## config.mk

```make
export PLATFORM = sky130hd
export DESIGN_NAME = ofrs_queue
export DESIGN_NICKNAME = d
export VERILOG_FILES = /design/src/sv/oled_frame_refresh_sequencer_defines.svh /design/src/sv/ofrs_pkg.sv /design/src/sv/ofrs_queue.sv
export SDC_FILE = /design/constraint.sdc
export NUM_CORES = 1
export LEC_CHECK = 0
export ABC_AREA = 1
export BUFFER_PORTS_ARGS = -buffer_cell sky130_fd_sc_hd__buf_4
export CAP_MARGIN = 20
export CORE_UTILIZATION = 55
export DETAILED_ROUTE_END_ITERATION = 7
export PLACE_DENSITY = 0.9
export SLEW_MARGIN = 20
export SYNTH_ARGS = -nofsm -noshare
export SYNTH_HDL_FRONTEND = slang
export SYNTH_SLANG_ARGS = --single-unit
```

## constraint.sdc

```tcl
create_clock -name clk -period 3.5 [get_ports clk]
set_input_delay 0.7 -clock clk [delete_from_list [all_inputs] [get_ports clk]]
set_output_delay 0.7 -clock clk [all_outputs]
set_load 0.03 [all_outputs]
```

## src/sv/oled_frame_refresh_sequencer_defines.svh

```systemverilog
// Assertion macros used by the refresh sequencer back end
`ifndef OLED_FRAME_REFRESH_SEQUENCER_DEFINES_SVH
`define OLED_FRAME_REFRESH_SEQUENCER_DEFINES_SVH

// same-cycle implication, clocked on clk, off during reset
`define OFRS_ASSERT_IMP(label, ante, cons) \
    label: assert property (@(posedge clk) disable iff (!rst_n) (ante) |-> (cons)) \
        else $error("ofrs: same-cycle check failed");

// next-cycle implication, clocked on clk, off during reset
`define OFRS_ASSERT_NXT(label, ante, cons) \
    label: assert property (@(posedge clk) disable iff (!rst_n) (ante) |=> (cons)) \
        else $error("ofrs: next-cycle check failed");

`endif

```

## src/sv/ofrs_pkg.sv

```systemverilog
// Shared types and constants for the OLED frame refresh sequencer
package ofrs_pkg;

    localparam int PANEL_WIDTH   = 128;
    localparam int STORE_BYTES   = 1024;

    localparam int BYTE_W        = 8;
    localparam int REQ_W         = 2;
    localparam int STORE_INDEX_W = 10;
    localparam int IDX_CMP_W     = STORE_INDEX_W + 1;
    localparam int RAM_AW        = $clog2(STORE_BYTES);
    localparam int PAGE_W        = 3;
    localparam int COL_W         = $clog2(PANEL_WIDTH);
    localparam int LIN_A         = PAGE_W + COL_W;
    localparam int LIN_B         = $clog2(STORE_BYTES + 1);
    localparam int LIN_W         = (LIN_A > LIN_B) ? LIN_A : LIN_B;
    localparam int BCNT_W        = $clog2(PANEL_WIDTH + 1);

    localparam int QDEPTH        = 2;
    localparam int QPTR_W        = $clog2(QDEPTH);
    localparam int QCNT_W        = $clog2(QDEPTH + 1);

    localparam int PADDR_W       = 4;
    localparam int PDATA_W       = 32;
    localparam int REG_IDX_W     = 2;

    localparam logic [REG_IDX_W-1:0] REG_BUS_KIND   = 2'd0;
    localparam logic [REG_IDX_W-1:0] REG_PANEL_KIND = 2'd1;
    localparam logic [REG_IDX_W-1:0] REG_TALL_PANEL = 2'd2;

    localparam int WIN_LEN  = 6;
    localparam int PCMD_LEN = 3;

    localparam logic [BYTE_W-1:0] CTRL_CMD        = 8'h00;
    localparam logic [BYTE_W-1:0] CTRL_DATA       = 8'h40;
    localparam logic [BYTE_W-1:0] CMD_COL_WINDOW  = 8'h21;
    localparam logic [BYTE_W-1:0] CMD_PAGE_WINDOW = 8'h22;
    localparam logic [BYTE_W-1:0] CMD_PAGE_BASE   = 8'hB0;
    localparam logic [BYTE_W-1:0] CMD_COL_LOW     = 8'h02;
    localparam logic [BYTE_W-1:0] CMD_COL_HIGH    = 8'h10;
    localparam logic [BYTE_W-1:0] FILL_BYTE       = 8'h00;

    typedef enum logic [REQ_W-1:0] {
        OP_WRITE = 2'd0,
        OP_CLEAR = 2'd1,
        OP_START = 2'd2,
        OP_PULL  = 2'd3
    } op_t;

    typedef enum logic [1:0] {
        PH_WINDOW,
        PH_PAGECMD,
        PH_DATA
    } phase_t;

    typedef enum logic [1:0] {
        BS_INIT,
        BS_RUN,
        BS_LOAD,
        BS_SWEEP
    } back_state_t;

    typedef struct packed {
        logic bus_kind;
        logic panel_kind;
        logic tall_panel;
    } cfg_t;

    typedef struct packed {
        op_t                 op;
        logic [RAM_AW-1:0]   addr;
        logic [BYTE_W-1:0]   data;
    } q_item_t;

    typedef struct packed {
        logic [BYTE_W-1:0] data;
        logic              cmd;
        logic              start;
        logic              last;
    } out_word_t;

    typedef struct packed {
        out_word_t word;
        logic      from_ram;
    } pend_t;

endpackage

```

## src/sv/ofrs_queue.sv

```systemverilog
// Short FIFO between front end and sequencer back end
module ofrs_queue (
    input  logic              clk,
    input  logic              rst_n,
    input  logic              push,
    input  ofrs_pkg::q_item_t item_in,
    output logic              full,
    input  logic              pop,
    output logic              valid,
    output ofrs_pkg::q_item_t item_out
);

    ofrs_pkg::q_item_t               slot_reg [ofrs_pkg::QDEPTH];
    logic [ofrs_pkg::QPTR_W-1:0]     wr_ptr_reg;
    logic [ofrs_pkg::QPTR_W-1:0]     wr_ptr_next;
    logic [ofrs_pkg::QPTR_W-1:0]     rd_ptr_reg;
    logic [ofrs_pkg::QPTR_W-1:0]     rd_ptr_next;
    logic [ofrs_pkg::QCNT_W-1:0]     count_reg;
    logic [ofrs_pkg::QCNT_W-1:0]     count_next;
    logic                            do_push;
    logic                            do_pop;

    assign full     = count_reg == ofrs_pkg::QCNT_W'(ofrs_pkg::QDEPTH);
    assign valid    = count_reg != '0;
    assign item_out = slot_reg[rd_ptr_reg];
    assign do_push  = push && !full;
    assign do_pop   = pop && valid;

    always_comb
    begin
        wr_ptr_next = wr_ptr_reg;
        rd_ptr_next = rd_ptr_reg;
        count_next  = count_reg;
        if (do_push)
        begin
            wr_ptr_next = (wr_ptr_reg == ofrs_pkg::QPTR_W'(ofrs_pkg::QDEPTH - 1))
                          ? '0 : wr_ptr_reg + 1'b1;
        end
        if (do_pop)
        begin
            rd_ptr_next = (rd_ptr_reg == ofrs_pkg::QPTR_W'(ofrs_pkg::QDEPTH - 1))
                          ? '0 : rd_ptr_reg + 1'b1;
        end
        if (do_push && !do_pop)
        begin
            count_next = count_reg + 1'b1;
        end
        else if (do_pop && !do_push)
        begin
            count_next = count_reg - 1'b1;
        end
    end

    always_ff @(posedge clk or negedge rst_n)
    begin
        if (!rst_n)
        begin
            wr_ptr_reg <= '0;
            rd_ptr_reg <= '0;
            count_reg  <= '0;
        end
        else
        begin
            wr_ptr_reg <= wr_ptr_next;
            rd_ptr_reg <= rd_ptr_next;
            count_reg  <= count_next;
        end
    end

    always_ff @(posedge clk)
    begin
        if (do_push)
        begin
            slot_reg[wr_ptr_reg] <= item_in;
        end
    end

endmodule

```

* Word level (Yosys, flattened, before mapping)
Memory sizes are Yosys's and may differ from the RTL's.
Index checks and enable logic that the tools add are counted.
** Cells by class
- Add/subtract/negate cells :: 4
- Eq/ne operators :: 1
- Mux-type cells :: 6
- Reductions and logical operators :: 9
** Operators with widths (count)
- 1-bit logical AND :: 4
- 1-bit two-way mux :: 4
- 2-bit two-way mux :: 2
- 2-bit nonzero test :: 2
- 1-bit zero test :: 3
- 1-bit adder (second input constant) :: 2
- 2-bit by 1-bit adder with 2-bit output (second input constant) :: 1
- 2-bit equality test (second input constant) :: 1
- 2-bit by 1-bit subtractor with 2-bit output (second input constant) :: 1
** Word-level totals
- Bits in registers :: 4
- Memory bits (writable) :: 40
- Input bits :: 24
- Output and inout port bits :: 22
- Logic and storage cells :: 24
- Memories :: 1
** Memory list
- slot_reg :: words 2, width 20, read ports 1, clocked after Yosys merged registers in 0, wr ports 1, RTL line ofrs_queue.sv:13 : ofrs_pkg::q_item_t slot_reg [ofrs_pkg::QDEPTH];

* Depth between registers and ports, before layout
Gate-level depths: netlist (run 1).
- Depth after elaboration :: 7
- Depth in mapped cells :: 9
- Mapped depth without buffers :: 9

* Least setup slack after synthesis (run 1)
OpenSTA, ideal clock, no wires.
- Kind :: input to register
- Start point :: input port push
- End point :: memory slot_reg[1][0] (netlist name), enable pin
- Setup time :: 0.397 ns
- Arrival time :: 1.665 ns
- Data required time :: 3.103 ns
- Slack :: 1.438 ns
- Stages on the path :: 2
- Buffers on the path :: 0
- Cell sequence :: o21ai_0 > nor2_1
** On the way
- Longest elaborated chain between the ends :: 3
** RTL lines
- start, declared :: RTL line ofrs_queue.sv:5 : input logic push,
- 1-bit logical AND :: RTL line ofrs_queue.sv:26 : assign do_push = push && !full;
- 1-bit two-way mux :: RTL line ofrs_queue.sv:72 : if (do_push)
- 1-bit two-way mux (implied by the code) :: RTL line ofrs_queue.sv:74 : slot_reg[wr_ptr_reg] <= item_in;
- end, declared :: RTL line ofrs_queue.sv:13
No other way between the ends.

==> impl_metrics.py, run 1 <==
metrics = {
    "status": {
        "status": "finished, violations left",
        "violations": "DRC",
    },
    "placement": {
        "hpwl_um": 2090,
        "pre_cts_ws_ps": 1290,
        "gp_congestion": 0.714,
        "port-buffer-count": 45,
    },
    "power_and_ir_drop": {
        "p_leak_nw": 0.938,
        "power_density_mw_per_mm2": 882,
        "ir_drop_mv": 0.567,
        "total_power_w": 0.00185,
    },
    "global_route": {
        "grt_pass1_wl_um": 4480,
        "grt_max_degree": 23,
        "grt_pass1_vias": 1090,
        "antenna_found_initial": 0,
        "grt_usage": 0.183,
        "grt_overflow": 0,
    },
    "logic_synthesis": {
        "synth.largest_area_cell": "edfxtp_1",
        "syn_avg_cell_area_um2": 12.4,
        "synth_area_mm2": 0.00169,
        "post-synth-top-count-cell": "nand2_1",
        "synth_top_cells_by_count": "nand2_1 (68), edfxtp_1 (40), inv_1 (6), buf_2 (4), dfrtp_1 (4)",
        "synth_cells": 136,
        "synth_ff_type": "edfxtp_1",
        "yosys_warnings": 0,
        "synth_area_leaders": "edfxtp_1 (71%), nand2_1 (15%), dfrtp_1 (5.9%)",
        "synth-async-reset-ratio": 0.0909,
        "synth_edf_count": 40,
        "ys_ff_latch": 44,
        "synth.distinct_cells": 15,
        "syn-num-nets": 161,
        "synth_top_area_frac": 0.711,
        "ys_seq_area_frac": 0.770,
    },
    "drt": {
        "vias": 1088,
        "routed_wl_um": 2880,
        "first_pass_iters": 6,
        "post_drt_wl_per_cell_um": 13.3,
        "drcViolationCount": 4,
        "viasPerCell": 5.04,
        "postRouteAntennaNets": 0,
        "initialDrtViolationCount": 52,
    },
    "layout": {
        "area_growth_pct": 24.2,
        "final_util": 0.742,
        "finish.net_count": 209,
        "drive_gt1_frac": 0.319,
        "largest_reg_flops": 40,
        "diodes": 0,
    },
    "worst_setup_path": {
        "critPathSlowestCell": "dfrtp_1",
        "reg2reg_to": "slot_reg[1][17]",
        "end_kind": "output port",
        "cp_common_cell": "nand2_1",
        "critPathTopFamily": "flip-flops",
        "worstPathCellList": "inv_2, nand2_1, nand2_1, buf_4",
        "r2r_cells": 3,
        "critPathMaxStageDelay_ps": 790,
        "required_ps": 2800,
        "critPathLaunchType": "register",
        "path_max_fanout": 22,
        "r2r_slack_ps": 1670,
        "worstSetupPathType": "reg2out",
        "path_buf_inv": 2,
        "cp.arrival_ps": 1840,
        "r2r_start": "count_reg[1]",
    },
    "clocking": {
        "cts_tree": "built",
        "clock_path_buffers": 2,
        "clk_latency_ps": 320,
        "cts_hold_buf": 0,
        "postCtsSetupRepairBufs": 0,
        "cts.clk_slew.worst_paths_ps": 110,
        "root_buffer": "clkbuf_4",
        "post_cts_resized": 0,
        "cts_inserted_buffers": 5,
        "htree_levels": 2,
        "clock_sinks": 44,
    },
    "die": {
        "num_rows": 19,
        "dieWidth_um": 57.4,
        "start_util": 0.597,
        "die_area_mm2": 0.00330,
        "die_h_um": 57.4,
        "ios": 46,
        "fp.coreArea_mm2": 0.00283,
    },
    "sta": {
        "period_needed_ps": 2540,
        "setup_tns_ps": 0,
        "worst_slack_ps": 955,
        "slew_violations": 0,
        "fmax_mhz": 393,
        "min_period_over_period": 0.727,
        "skew_ps": 10.5,
        "rsz0062_at_grt": "false",
        "slew_headroom": 0.348,
        "max_slew.worst_pin.slew_ps": 977,
        "setup_viol_count_final": 0,
        "finalHoldViolCount": 0,
    },
    "hold_path": {
        "hold_class": "in2async",
    },
    "job": {
        "max-cap-violations": 0,
    },
}
## routing by layer
metal	GRT usage	up-vias	routed length, um
li1	-	539	-
met1	0.207	505	1160
met2	0.331	40	1520
met3	0.0635	4	181
met4	0.0418	0	23
met5	0	-	0
## kinds of logic after synthesis
group,share of synthesized area
AO/OA/AOI/OAI,0.00296
XOR/XNOR,0.00519
adder cells (fa/ha/maj),0.00741
buffers and inverters,0.0296
flip-flops,0.770
AND/OR/NAND/NOR,0.184
## placed cells by master, fill, tap and decap left out, drive strengths merged
| cell | synthesis | final |
|---|---|---|
| buf | 4 | 45 |
| xnor2 | 1 | 1 |
| ha | 1 | 1 |
| nand2 | 71 | 71 |
| dfrtp | 4 | 4 |
| nand4 | 1 | 1 |
| clkbuf | 0 | 7 |
| nand3 | 2 | 2 |
| nor2 | 3 | 3 |
| inv | 8 | 8 |
| clkinv | 0 | 1 |
| edfxtp | 40 | 40 |
| o21ai | 1 | 1 |
## report_power, final
| part | internal (W) | switching [W] |
|---|---|---|
| Sequential | 0.000722 | 0.0000753 |
| Clock | 0.0000785 | 0.000141 |
| Combinational | 0.000273 | 0.000561 |
## per-stage QoR
| step | hold slack [ps] | instance area [um2] | cells |
|---|---|---|---|
| after global routing | 122 | 2100 | 216 |
| final | 147 | 2100 | 216 |
| after global placement | 454 | 2050 | 208 |
| after floorplan | 404 | 1690 | 136 |
| after CTS | 143 | 2100 | 216 |
| after detailed placement | 471 | 2050 | 208 |
## worst reg2reg max path: stages, from the launching register on
cell and delay [ps]:
dfrtp_1 400, inv_1 140, o21ai_0 150, nor2_2 770
## layout make-up
type,instances,area [um2]
flip-flops and latches,44,1300
well taps,31,38.8
multi-input cells,80,340
clock buffers,7,45.0
clock inverters,1,5.00
repair buffers,45,338
inverters,8,30.0
fillers,199,731
## worst max-delay path by stage
stage	from	to	slack (ps)	depth (start not counted)
after detailed placement	rd_ptr_reg	item_out[9]	1290	4
final	rd_ptr_reg	item_out[9]	960	4
after floorplan	push	slot_reg[1][0]	1440	2
after CTS	rd_ptr_reg	item_out[9]	920	4
after global routing	rd_ptr_reg	item_out[18]	820	4
after global placement	rd_ptr_reg	item_out[6]	1360	4
(Power assumes the default switching activity.)
==> run 2, diff against run 1 <==
--- a/config.mk
+++ b/config.mk
@@ -5,12 +5,12 @@
 export SDC_FILE = /design/constraint.sdc
 export NUM_CORES = 1
 export LEC_CHECK = 0
-export ABC_AREA = 1
+export ABC_AREA = 0
 export BUFFER_PORTS_ARGS = -buffer_cell sky130_fd_sc_hd__buf_4
 export CAP_MARGIN = 20
-export CORE_UTILIZATION = 55
+export CORE_UTILIZATION = 51
 export DETAILED_ROUTE_END_ITERATION = 7
-export PLACE_DENSITY = 0.9
+export PLACE_DENSITY = 0.85
 export SLEW_MARGIN = 20
 export SYNTH_ARGS = -nofsm -noshare
 export SYNTH_HDL_FRONTEND = slang
==> constraint.sdc (replaced) <==
create_clock -name clk -period 2.4 [get_ports clk]
set_input_delay 0.48 -clock clk [delete_from_list [all_inputs] [get_ports clk]]
set_output_delay 0.48 -clock clk [all_outputs]
set_load 0.03 [all_outputs]
==> impl_metrics.py, run 2 <==
metrics = {
    "status": {
        "status": "complete, no violations",
    },
    "drt": {
        "first_pass_iters": 3,
        "initialDrtViolationCount": 26,
        "drcViolationCount": 0,
        "post_drt_wl_per_cell_um": 14.5,
        "postRouteAntennaNets": 0,
        "routed_wl_um": 2630,
        "viasPerCell": 4.82,
        "vias": 873,
    },
    "placement": {
        "port-buffer-count": 45,
        "dpl_cell_area_mm2": 0.00213,
        "gp_congestion": 0.661,
        "hpwl_um": 1980,
    },
    "logic_synthesis": {
        "synth_ff_type": "edfxtp_1",
        "synth.largest_area_cell": "edfxtp_1",
        "synth_area_leaders": "edfxtp_1 (70%), mux2_4 (17%), dfrtp_1 (5.8%)",
        "synth_cells": 81,
        "post-synth-top-count-cell": "edfxtp_1",
        "synth.distinct_cells": 15,
        "synth_top_cells_by_count": "edfxtp_1 (40), mux2_4 (19), dfrtp_1 (4), xnor2_1 (3)",
        "synth_top_area_frac": 0.695,
        "synth_edf_count": 40,
        "ys_seq_area_frac": 0.753,
        "yosys_warnings": 0,
        "ys_ff_latch": 44,
        "syn-num-nets": 106,
        "syn_avg_cell_area_um2": 21.3,
        "synth-async-reset-ratio": 0.0909,
        "synth_area_mm2": 0.00173,
    },
    "die": {
        "num_rows": 20,
        "fp.coreArea_mm2": 0.00313,
        "dieWidth_um": 60.2,
        "die_area_mm2": 0.00362,
        "ios": 46,
        "start_util": 0.552,
        "die_h_um": 60.2,
    },
    "global_route": {
        "grt_pass1_vias": 908,
        "grt_usage": 0.166,
        "grt_pass1_wl_um": 4110,
        "antenna_found_initial": 0,
        "grt_overflow": 0,
        "grt_max_degree": 14,
    },
    "layout": {
        "area_growth_pct": 28.2,
        "mostFrequentLayoutCell": "buf_4",
        "seq_area_mm2": 0.00130,
        "drive_gt1_frac": 0.569,
        "finish.net_count": 161,
        "diodes": 0,
        "nFillCells": 216,
        "final_area_mm2": 0.00222,
        "final_cell_mix": "buf_4 (49), edfxtp_1 (40), mux2_4 (19)",
        "largest_reg_flops": 40,
        "multi_input_area_um2": 399,
    },
    "sta": {
        "slew_violations": 0,
        "setup_tns_ps": 0,
        "fmax_mhz": 517,
        "slew_headroom": 0.653,
        "rsz0062_at_grt": "false",
        "setup_viol_count_final": 0,
        "skew_ps": 6.69,
        "period_needed_ps": 1930,
        "min_period_over_period": 0.806,
        "max_slew.worst_pin.slew_ps": 520,
        "finalHoldViolCount": 0,
    },
    "power_and_ir_drop": {
        "p_clk_frac": 0.148,
        "p_leak_nw": 0.922,
        "ir_drop_mv": 0.778,
        "total_power_w": 0.00284,
        "p_switching_w": 0.000982,
        "switching_share": 0.346,
        "power_density_mw_per_mm2": 1280,
        "p_int_w": 0.00185,
        "share_comb_of_total_power": 0.454,
        "pwr-share-seq": 0.398,
    },
    "clocking": {
        "clk_latency_ps": 330,
        "htree_levels": 2,
        "clock_path_buffers": 2,
        "cts_inserted_buffers": 5,
        "cts.clk_slew.worst_paths_ps": 120,
        "root_buffer": "clkbuf_4",
        "postCtsSetupRepairBufs": 0,
        "cts_tree": "built",
        "clock_sinks": 44,
        "post_cts_resized": 0,
    },
    "worst_setup_path": {
        "required_ps": 1920,
        "worstSetupPathType": "reg2out",
        "cp.arrival_ps": 1450,
        "cp-startpoint": "rd_ptr_reg",
        "critPathLaunchType": "register",
        "r2r_slack_ps": 650,
        "r2r_start": "count_reg[0]",
        "end_kind": "output port",
        "path_max_fanout": 11,
    },
    "job": {
        "max-cap-violations": 0,
    },
    "hold_path": {
        "hold_class": "in2reg",
        "hp-start": "item_in[8]",
    },
}
run 2: power by group through the flow:
stage               combinational (W)  sequential, W  clock (W)
floorplan                    0.000930        0.00113          0
global placement              0.00127        0.00113          0
detailed placement            0.00130        0.00115          0
CTS                           0.00130        0.00113   0.000429
global route                  0.00136        0.00114   0.000461
finish                        0.00129        0.00113   0.000421
run 2: area by class of cell:
type	instances	area share
Clock inverter	3	0.0169
Tap cell	44	0.0248
Multi-Input combinational cell	33	0.180
Inverter	2	0.00339
Timing Repair Buffer	50	0.171
Sequential cell	44	0.587
Clock buffer	5	0.0169
run 2: kinds of logic after synthesis:
group         synth area share
simple gates            0.0253
flops                    0.753
fa+ha+maj              0.00724
mux                      0.172
buf+inv                 0.0174
xor+xnor                0.0253
run 2: layer usage:
metal  global-route usage  vias up  part of all wire
met5                    0        -                 0
met1                0.195      429              0.41
met3               0.0584        4             0.039
met2                0.276       22              0.54
li1                     -      418                 -
met4               0.0698        0             0.013
run 2: worst paths after layout:
path / depth (start not counted) / endpoint
worst max-delay path: 3 / item_out[2]
worst max register to register: 4 / slot_reg[0][10]
worst min register to register: 1 / wr_ptr_reg
worst min-delay path: 1 / slot_reg[1][8]
min in group asynchronous: 2 / count_reg[0]
max in group asynchronous: 2 / rd_ptr_reg
run 2: repair_timing:
action / CTS / global route
hold buffers: 1 / 0
hold endpoints to repair: 4 / 0
setup endpoints to repair: 0 / 0
run 2: stage by stage:
stage	hold WS, ps	util	std cells	worst slack, ps
after floorplan	184	-	81	513
after global placement	278	0.681	172	757
after detailed placement	280	0.681	172	644
after CTS	312	0.708	181	440
after global routing	291	0.708	181	362
final	324	0.708	181	465
run 2: critical path, cell delays in order, from the launching register on:
cell	delay (ps)
dfrtp_1	370
buf_4	230
mux2_2	360
buf_4	170
